`config.mk`:
```
export PLATFORM = sky130hd
export DESIGN_NAME = socks5_udp_datagram_header_stripper
export DESIGN_NICKNAME = d
export VERILOG_FILES = /design/src/rtl/s5hs_pkg.sv /design/src/rtl/socks5_udp_datagram_header_stripper.sv /design/src/rtl/s5hs_front.sv /design/src/rtl/s5hs_queue.sv /design/src/rtl/s5hs_back.sv
export SDC_FILE = /design/constraint.sdc
export NUM_CORES = 1
export LEC_CHECK = 0
export ABC_AREA = 1
export BUFFER_PORTS_ARGS = -buffer_cell sky130_fd_sc_hd__buf_4
export CORE_MARGIN = 1
export CORE_UTILIZATION = 50
export DETAILED_ROUTE_END_ITERATION = 6
export PLACE_DENSITY = 0.74
export SLEW_MARGIN = 15
export SYNTH_ARGS = -nofsm -noshare
export SYNTH_HDL_FRONTEND = slang
export SYNTH_HIERARCHICAL = 1
export SYNTH_SLANG_ARGS = --single-unit
```
`constraint.sdc`:
```
create_clock -name clk -period 5.7 [get_ports clk]
set_clock_uncertainty 0.15 [all_clocks]
set_input_delay 0.855 -clock clk [delete_from_list [all_inputs] [get_ports clk]]
set_output_delay 0.855 -clock clk [all_outputs]
set_load 0.02 [all_outputs]
```
`src/rtl/s5hs_pkg.sv`:
```
// ----------------------------------------------------------------------------
// s5hs_pkg
// Shared types and constants of the SOCKS5 UDP datagram header stripper.
// ----------------------------------------------------------------------------
package s5hs_pkg;

	localparam logic [7:0] ATYP_IPV4   = 8'h01;
	localparam logic [7:0] ATYP_DOMAIN = 8'h03;
	localparam logic [7:0] ATYP_IPV6   = 8'h04;

	localparam logic [8:0] HDR_LEN_IPV4        = 9'd10;
	localparam logic [8:0] HDR_LEN_IPV6        = 9'd22;
	localparam logic [8:0] HDR_LEN_DOMAIN_BASE = 9'd7;
	localparam logic [8:0] POS_MAX             = 9'd511;

	localparam logic [1:0] KIND_NONE   = 2'd0;
	localparam logic [1:0] KIND_IPV4   = 2'd1;
	localparam logic [1:0] KIND_DOMAIN = 2'd2;
	localparam logic [1:0] KIND_IPV6   = 2'd3;

	localparam logic [2:0] ST_HEADER    = 3'd0;
	localparam logic [2:0] ST_PAYLOAD   = 3'd1;
	localparam logic [2:0] ST_FRAGMENT  = 3'd2;
	localparam logic [2:0] ST_MALFORMED = 3'd3;

	localparam logic [1:0] VERDICT_DELIVERED = 2'd0;
	localparam logic [1:0] VERDICT_FRAGMENT  = 2'd1;
	localparam logic [1:0] VERDICT_TRUNCATED = 2'd2;
	localparam logic [1:0] VERDICT_MALFORMED = 2'd3;

	localparam int QUEUE_DEPTH = 4;
	localparam int QUEUE_AW    = $clog2(QUEUE_DEPTH);

	typedef struct packed {
		logic       payload_valid;
		logic [7:0] payload_byte;
		logic       frame_done;
		logic [1:0] verdict;
	} s5hs_entry_t;

endpackage

```
`src/rtl/socks5_udp_datagram_header_stripper.sv`:
```
// ----------------------------------------------------------------------------
// socks5_udp_datagram_header_stripper
// Strips the SOCKS5 UDP relay header from a byte stream and gives a verdict.
// ----------------------------------------------------------------------------
// Takes one datagram byte per transaction, with frame_end on the final byte,
// and accepts a byte in every cycle while the output side keeps up. Each byte
// is classified in the cycle it is accepted; a payload byte or a final byte
// makes one result, header bytes make none. Results pass through a
// four-entry queue and an output register, so a result is held in a queue
// slot and then in the output register before it appears, and input keeps
// flowing for up to five results while the output is stalled. verdict: 0
// delivered, 1 fragment dropped, 2 truncated, 3 malformed (close).
module socks5_udp_datagram_header_stripper import s5hs_pkg::*; (
	input  logic       clk,
	input  logic       arst_n,
	input  logic       in_valid,
	output logic       in_ready,
	input  logic [7:0] rx_byte,
	input  logic       frame_end,
	output logic       out_valid,
	input  logic       out_ready,
	output logic       payload_valid,
	output logic [7:0] payload_byte,
	output logic       frame_done,
	output logic [1:0] verdict
);

	logic        push;
	logic        pop;
	logic        queue_full;
	logic        not_empty;
	s5hs_entry_t push_entry;
	s5hs_entry_t head_entry;

	s5hs_front u_front (
		.clk        (clk),
		.arst_n     (arst_n),
		.in_valid   (in_valid),
		.in_ready   (in_ready),
		.rx_byte    (rx_byte),
		.frame_end  (frame_end),
		.queue_full (queue_full),
		.push       (push),
		.push_entry (push_entry)
	);

	s5hs_queue u_queue (
		.clk        (clk),
		.arst_n     (arst_n),
		.push       (push),
		.push_entry (push_entry),
		.full       (queue_full),
		.pop        (pop),
		.not_empty  (not_empty),
		.head_entry (head_entry)
	);

	s5hs_back u_back (
		.clk           (clk),
		.arst_n        (arst_n),
		.not_empty     (not_empty),
		.head_entry    (head_entry),
		.pop           (pop),
		.out_valid     (out_valid),
		.out_ready     (out_ready),
		.payload_valid (payload_valid),
		.payload_byte  (payload_byte),
		.frame_done    (frame_done),
		.verdict       (verdict)
	);

endmodule

```
`src/rtl/s5hs_front.sv`:
```
// ----------------------------------------------------------------------------
// s5hs_front
// Accepts datagram bytes, tracks header parsing and classifies each byte.
// ----------------------------------------------------------------------------
module s5hs_front import s5hs_pkg::*; (
	input  logic        clk,
	input  logic        arst_n,
	input  logic        in_valid,
	output logic        in_ready,
	input  logic [7:0]  rx_byte,
	input  logic        frame_end,
	input  logic        queue_full,
	output logic        push,
	output s5hs_entry_t push_entry
);

	logic [8:0] pos_q;
	logic [1:0] kind_q;
	logic [8:0] hlen_q;
	logic [2:0] status_q;

	logic [1:0] kind_n;
	logic [8:0] hlen_n;
	logic [2:0] status_n;
	logic [1:0] verdict_n;
	logic       emit_payload;
	logic       accept;

	assign in_ready     = !queue_full;
	assign accept       = in_valid && in_ready;
	assign emit_payload = (status_q == ST_PAYLOAD);

	always_comb begin
		kind_n   = kind_q;
		hlen_n   = hlen_q;
		status_n = status_q;
		if (status_q == ST_HEADER) begin
			if (pos_q < 9'd2) begin
				if (rx_byte != 8'd0)
					status_n = ST_MALFORMED;
			end else if (pos_q == 9'd2) begin
				if (rx_byte != 8'd0)
					status_n = ST_FRAGMENT;
			end else if (pos_q == 9'd3) begin
				if (rx_byte == ATYP_IPV4) begin
					kind_n = KIND_IPV4;
					hlen_n = HDR_LEN_IPV4;
				end else if (rx_byte == ATYP_IPV6) begin
					kind_n = KIND_IPV6;
					hlen_n = HDR_LEN_IPV6;
				end else if (rx_byte == ATYP_DOMAIN) begin
					kind_n = KIND_DOMAIN;
					hlen_n = 9'd0;
				end else begin
					status_n = ST_MALFORMED;
				end
			end else if (pos_q == 9'd4 && kind_q == KIND_DOMAIN) begin
				hlen_n = HDR_LEN_DOMAIN_BASE + {1'b0, rx_byte};
			end
			if (status_n == ST_HEADER && hlen_n != 9'd0 &&
			    ({1'b0, pos_q} + 10'd1) == {1'b0, hlen_n})
				status_n = ST_PAYLOAD;
		end
	end

	always_comb begin
		if (pos_q < 9'd3 || status_n == ST_MALFORMED)
			verdict_n = VERDICT_MALFORMED;
		else if (status_n == ST_FRAGMENT)
			verdict_n = VERDICT_FRAGMENT;
		else if (status_n == ST_PAYLOAD)
			verdict_n = VERDICT_DELIVERED;
		else
			verdict_n = VERDICT_TRUNCATED;
	end

	assign push                     = accept && (emit_payload || frame_end);
	assign push_entry.payload_valid = emit_payload;
	assign push_entry.payload_byte  = emit_payload ? rx_byte : 8'd0;
	assign push_entry.frame_done    = frame_end;
	assign push_entry.verdict       = frame_end ? verdict_n : VERDICT_DELIVERED;

	always_ff @(posedge clk or negedge arst_n) begin
		if (!arst_n) begin
			pos_q    <= 9'd0;
			kind_q   <= KIND_NONE;
			hlen_q   <= 9'd0;
			status_q <= ST_HEADER;
		end else if (accept) begin
			if (frame_end) begin
				pos_q    <= 9'd0;
				kind_q   <= KIND_NONE;
				hlen_q   <= 9'd0;
				status_q <= ST_HEADER;
			end else begin
				if (pos_q < POS_MAX)
					pos_q <= pos_q + 9'd1;
				kind_q   <= kind_n;
				hlen_q   <= hlen_n;
				status_q <= status_n;
			end
		end
	end

endmodule

```
`src/rtl/s5hs_queue.sv`:
```
// ----------------------------------------------------------------------------
// s5hs_queue
// Short register queue between the classifier and the output stage.
// ----------------------------------------------------------------------------
module s5hs_queue import s5hs_pkg::*; (
	input  logic        clk,
	input  logic        arst_n,
	input  logic        push,
	input  s5hs_entry_t push_entry,
	output logic        full,
	input  logic        pop,
	output logic        not_empty,
	output s5hs_entry_t head_entry
);

	s5hs_entry_t          slot_q [QUEUE_DEPTH];
	logic [QUEUE_AW-1:0]  wr_ptr_q;
	logic [QUEUE_AW-1:0]  rd_ptr_q;
	logic [QUEUE_AW:0]    count_q;

	assign full       = (count_q == (QUEUE_AW+1)'(QUEUE_DEPTH));
	assign not_empty  = (count_q != '0);
	assign head_entry = slot_q[rd_ptr_q];

	always_ff @(posedge clk) begin
		if (push)
			slot_q[wr_ptr_q] <= push_entry;
	end

	always_ff @(posedge clk or negedge arst_n) begin
		if (!arst_n) begin
			wr_ptr_q <= '0;
			rd_ptr_q <= '0;
			count_q  <= '0;
		end else begin
			if (push)
				wr_ptr_q <= wr_ptr_q + 1'b1;
			if (pop)
				rd_ptr_q <= rd_ptr_q + 1'b1;
			if (push && !pop)
				count_q <= count_q + 1'b1;
			else if (pop && !push)
				count_q <= count_q - 1'b1;
		end
	end

endmodule

```
`src/rtl/s5hs_back.sv`:
```
// ----------------------------------------------------------------------------
// s5hs_back
// Output register: drains the queue and holds a result until it is taken.
// ----------------------------------------------------------------------------
module s5hs_back import s5hs_pkg::*; (
	input  logic        clk,
	input  logic        arst_n,
	input  logic        not_empty,
	input  s5hs_entry_t head_entry,
	output logic        pop,
	output logic        out_valid,
	input  logic        out_ready,
	output logic        payload_valid,
	output logic [7:0]  payload_byte,
	output logic        frame_done,
	output logic [1:0]  verdict
);

	logic        valid_q;
	s5hs_entry_t result_q;

	assign pop           = not_empty && (!valid_q || out_ready);
	assign out_valid     = valid_q;
	assign payload_valid = result_q.payload_valid;
	assign payload_byte  = result_q.payload_byte;
	assign frame_done    = result_q.frame_done;
	assign verdict       = result_q.verdict;

	always_ff @(posedge clk or negedge arst_n) begin
		if (!arst_n)
			valid_q <= 1'b0;
		else if (pop)
			valid_q <= 1'b1;
		else if (out_ready)
			valid_q <= 1'b0;
	end

	always_ff @(posedge clk) begin
		if (pop)
			result_q <= head_entry;
	end

endmodule

```
; Word-level counts from Yosys, hierarchy flattened
; Memory sizes are Yosys's and may differ from the RTL's. A register that Yosys moved wholly into a read port is not among the register bits.
; Index checks and enable logic that the tools add are counted.
[totals]
register_bits = 31
elab_cells = 106
mem_count = 1
output_inout_bits = 14
ramBits = 48
inputBits = 13
[mem_list]
columns = name, words, width, read_ports, rd_ports_with_merged_regs, write_ports, line_no
row1 = u_queue.slot_q, 4, 12, 1, 1, 1, s5hs_queue.sv:16  ; s5hs_entry_t slot_q [QUEUE_DEPTH];
[op_classes]
order_cmp = 3
muxes = 43
reduce_logical = 29
n_eq_ne = 15
n_addsub = 7
[op_table]
columns = cell, count
row1 = 9-bit 2-to-1 mux, 12
row2 = 3-bit 2-to-1 mux, 14
row3 = 2-bit 2-to-1 mux, 12
row4 = "9-bit by 2-bit equality test with 1-bit output, second input constant", 2
row5 = "9-bit by 2-bit less-than comparator with 1-bit output, second input constant", 2
row6 = "9-bit by 1-bit adder with 10-bit output, second input constant", 1
row7 = 10-bit by 9-bit equality test with 1-bit output, 1
row8 = 2-bit nonzero test, 5
row9 = "3-bit by 8-bit adder with 9-bit output, first input constant", 1
row10 = "9-bit by 1-bit adder with 9-bit output, second input constant", 1
row11 = "9-bit by 3-bit equality test with 1-bit output, second input constant", 1
row12 = "9-bit less-than comparator, second input constant", 1
row13 = 9-bit nonzero test, 1
row14 = "8-bit by 1-bit equality test with 1-bit output, second input constant", 1
row15 = "8-bit by 2-bit equality test with 1-bit output, second input constant", 1
row16 = "8-bit by 3-bit equality test with 1-bit output, second input constant", 1
row17 = 1-bit logical AND, 8
row18 = 8-bit 2-to-1 mux, 1
row19 = 8-bit nonzero test, 1
row20 = "3-bit by 1-bit equality test with 1-bit output, second input constant", 2
row21 = "3-bit by 2-bit equality test with 1-bit output, second input constant", 2
row22 = 3-bit zero test, 2
row23 = 6-bit AND reduction, 1
row24 = "2-bit by 1-bit adder with 2-bit output, second input constant", 2
row25 = 11 further kinds, 21

; Longest topological paths before layout
[depth]
ltp_word = 18
mapped_depth = 22
depth_no_buf = 22

; Modules after synthesis
; The synthesis kept the hierarchy.
[modules_own_cells]
columns = module, seq_area_each_um2, cells_each, area_each_um2, n_inst
row1 = s5hs_queue, 1616.6, 189, 2344.7, 1
row2 = s5hs_front, 575.6, 375, 2304.7, 1
row3 = s5hs_back, 385.4, 18, 409.1, 1

; Worst setup path before layout
; Ideal clock, no wire load.
[synth_timing]
path_type = input to register
startpoint = input rx_byte[0]
endpoint = memory u_queue/slot_q[0][1] (netlist bit) (data pin)
arrival_ps = 2432
cell_stages = 20
setup_time_ps = 257
slack_ps = 2861
path_buffers = 0
required_time_ps = 5293
path_cell_list = inv_1 > ha_1 > nand3_1 > nor2_1 > nor2_1 > nand2_4 > nand2_4 > nand2_1 > nand2_2 > nor2_1 > nor2_1 > nand2_1 > nor2_1 > nand3_1 > nand2_1 > nand2_1 > nand2_1 > nand3_1 > nand2_1 > inv_1
[synth_lines]
columns = item, line_no
row1 = from (decl), socks5_udp_datagram_header_stripper.sv:18  ; input logic [7:0] rx_byte,
row2 = to (decl), s5hs_queue.sv:16

==> metrics.sh <==
RUN_STATUS='complete, no violations'
FIRST_GLOBAL_VIAS=3605
FIRST_PASS_ITERS=5
CP_DATA_REQUIRED_TIME_NS=5.66
POSTCTSRESIZEDCELLS=0
CTS.SINKS=91
FINALWEIGHTEDCONGESTION=0.891
GRT_FIRST_PASS_WIRELENGTH_MM=17.2
CTS-ROOT-TO-SINK-BUFFERS=2
ROOT_BUFFER='clkbuf_8'
POWER.SHARE.COMBINATIONAL_PCT=39.1
GRT_UTIL_ALL_LAYERS_PCT=21.6
MIN_PERIOD_OVER_PERIOD_PCT=53.9
FP.DIEH_UM=103
POWER_SWITCHING_mW=0.941
FIRST_ITER_VIOLATIONS=230
PWR_DENSITY_CELL_nW_PER_UM2=423
SYNTH_SEQ_CELLS=91
NUMBER_OF_BUFFERS_INSERTED_BY_POST_CTS_SETUP_REPAIR=0
TIGHTEST_SLEW_MARGIN_RELATIVE_TO_THE_LIMIT_PCT=37.1
ANT_NETS=0
DIE_AREA_SQ_UM=10500
HTREEDEPTH=3
KIND_OF_START_POINT_OF_THE_CRITICAL_PATH='flip-flop'
CTS-HOLD-FIX-BUFFERS=0
IO_BUFFER_COUNT=26
ANTENNA_FOUND_INITIAL=0
FLOORPLAN.DIE.WIDTH_UM=103
CELL_INTERNAL_PWR_mW=1.38
GRT_START_MAX_NET_PINS=51
SYNTH_WARNINGS=6
WORST-ENDPOINT-ARRIVAL_NS=3.03
ANTENNA_DIODE_COUNT=0
YS.FLOP_TYPE='edfxtp_1'
REG2REGPATHDEPTH=19
FMAX_MHz=325
TIMING.HOLD.WORST.CLASS='primary input to async pin'
DETAIL_ROUTE.WL_PER_CELL_UM=14.2
ROUTED_VIA_DENSITY=5.21
SYNTH_EDF_COUNT=60
NUM-NETS-FINAL=632
FIN_CRIT_NS=3.07
ROWS=36
CLOCK_POWER_SHARE_PCT=18.2
SYN-INSTANCE-COUNT=582
WIRELENGTH_MM=10.6
NETLIST_AREA_SQ_UM=5060
CORE_AREA_SQ_UM=9770
STATIC-LEAKAGE-POWER_nW=2.56
AREA_GROWTH_SYN_TO_LAYOUT_PCT=8.63
POST_ROUTE_CELLS_DRIVE_ABOVE_1_SHARE_PCT=13.3
SYNTH_AREA_LEADER_CELL='edfxtp_1'
SYNTHESIS.NETS=608
DRCVIOLATIONCOUNT=0
SETUP_VIOLATIONS_FINAL=0
MULTIINPUTGATEAREA_SQ_UM=1980
SYNTH_SEQ_AREA_SHARE_PCT=51.0
SYNTH_TOP_AREA_SHARE_PCT=35.6
REPORT.FINAL.HOLD_VIOL_COUNT=0
DPL.HPWL_MM=7.77
TIMING_WORST_SETUP_PATH_TYPE='flip-flop to flip-flop'
WORST_SETUP_PATH_END_KIND='flip-flop'
CP_MAX_FO=11
FIN_WORST_HOLD_SLACK_NS=0.260
MAXSLEWVIOLCOUNT=0
GRT_REMAINING_OVERFLOW=0
SETUP_TNS_FINAL_NS=0
SEQ_AREA_SQ_UM=2580
TRITONCTS='built'
RSZ0062_AT_GRT='false'
ROUTED-VIA-COUNT=3873
BOUNDARYPINS=27
SYNTH.DISTINCT_CELLS=35
TRITONCTS.NUM_BUFFERS=9
MAXCAPVIOLCOUNT=0
YS_TOP_CELLS_BY_AREA='edfxtp_1 36%, dfrtp_1 15%, nand2_1 12%, inv_1 6.3%, nand3_1 4.7%'
ASYNC_S_R_FF_SHARE_SYNTH_PCT=34.1
AVGSYNTHCELLAREA_SQ_UM=8.69
FINAL.FILL_COUNT=883
CLOCK_PIN_SLEW_ON_THE_WORST_SETUP_AND_HOLD_PATHS_NS=0.11
TIMING_WORST_SLEW_PIN_VALUE_NS=0.944
SWITCHING_SHARE_PCT=40.5
P_SEQ_SHARE_PCT=42.7
CLOCK_LATENCY_NS=0.37
PEAKVDDDROP_uV=174
INITIAL_UTILIZATION_PCT=51.8
==> layout by cell type (no fill, tap or decap), types with 11 or more instances in the layout <==
cell type and count:
nand2_1 163, inv_1 85, edfxtp_1 60, nand3_1 47
nor2_1 44, dfrtp_1 31, buf_4 27, o211ai_1 24
o21ai_0 14, o22ai_1 12, ha_1 12, inv_2 11
==> kinds of logic after synthesis <==
kind of cell / Yosys count / share of synthesized area (%)
adders and majority gates: 13 / 3.36
buffers and inverters: 112 / 9.82
and+or+nand+nor: 291 / 26.0
DFF: 91 / 51.0
xor gates and xnor gates: 8 / 1.39
AOI/OAI and AO/OA: 67 / 8.51
==> flip-flops by register name, summed over array words and instances (netlist names) <==
| register | cells |
|---|---|
| u_back/verdict | 2 |
| u_back/out_valid | 1 |
| u_front/hlen_q | 9 |
| u_back/frame_done | 1 |
| u_queue/rd_ptr_q | 2 |
| u_queue/slot_q | 48 |
| u_queue/wr_ptr_q | 2 |
| u_back/payload_byte | 8 |
| u_queue/count_q | 3 |
| u_front/pos_q | 9 |
| u_front/status_q | 3 |
| u_back/payload_valid | 1 |
| u_front/kind_q | 2 |
==> path summary, 6_finish.rpt <==
kind / from / endpoint / slack [ns]
max in group asynchronous: arst_n / u_queue/wr_ptr_q[1] / 4.81
min in group clk: u_queue/count_q[2] / u_queue/count_q[2] / 0.35
min reg2reg: u_queue/count_q[2] / u_queue/count_q[2] / 0.35
min: arst_n / u_front/hlen_q[1] / 0.26
max reg2reg: u_front/pos_q[0] / u_queue/slot_q[1][1] / 2.63
max: u_front/pos_q[0] / u_queue/slot_q[1][1] / 2.63
==> cell usage after synthesis, drive strengths merged, types with 7 or more instances <==
library cell	instances
a21oi	7
edfxtp	60
nor2	54
nand3	47
xor2	7
nand4	10
o21ai	19
ha	12
nand2	176
buf	12
o22ai	12
dfrtp	31
o211ai	24
inv	98
==> area by class of cell <==
class                   instances  share of cell area (%)
multi-input cells             379                    36.1
flip-flops and latches         91                    46.9
repair buffers                 27                    3.69
clock buffers                   9                    2.25
clock inverters                 7                    1.23
inverters                      98                    6.79
well taps                     133                    3.03
==> power by group through the flow <==
| stage | clock (mW) | sequential, mW | combinational (mW) |
|---|---|---|---|
| after floorplan | 0 | 1.04 | 0.658 |
| after global placement | 0 | 1.00 | 0.889 |
| after detailed placement | 0 | 1.01 | 0.908 |
| after CTS | 0.437 | 0.994 | 0.913 |
| after global routing | 0.461 | 1.01 | 1.03 |
| final | 0.423 | 0.992 | 0.908 |
==> metal layers <==
layer  up-vias  part of all wire, %  GRT usage [%]
met4         0                  2.0           7.69
li1       1953                    -              -
met3        22                  4.0           4.75
met1      1810                   44           27.0
met5         -                    0              0
met2        88                   50           36.9
==> through the flow <==
stage	cells	util, %	instance area [sq um]	power [mW]	setup WS, ns
2_1_floorplan	582	-	5060	1.70	2.86
5_1_grt	744	56.2	5500	2.50	2.31
3_3_place_gp	728	54.3	5300	1.89	2.51
4_1_cts	744	56.2	5500	2.34	2.68
3_5_place_dp	728	54.3	5300	1.92	2.44
6_report	744	56.2	5500	2.32	2.63
==> critical path, stage by stage (launching register included) <==
cell and delay (ns):
dfrtp_1 0.46, inv_1 0.15, ha_1 0.16, nand2_1 0.06, nor2_1 0.11, nand3_1 0.44, o21ai_2 0.28, nand2_1 0.10
nand2_1 0.12, nand2_1 0.06, nand2_1 0.07, nand3_1 0.07, nor2_1 0.09, nand3_1 0.10, nand2_1 0.10, nand2_1 0.07
nand2_1 0.06, nand3_1 0.06, nand2_1 0.06, inv_1 0.06
Power figures use the tool's default switching activity.
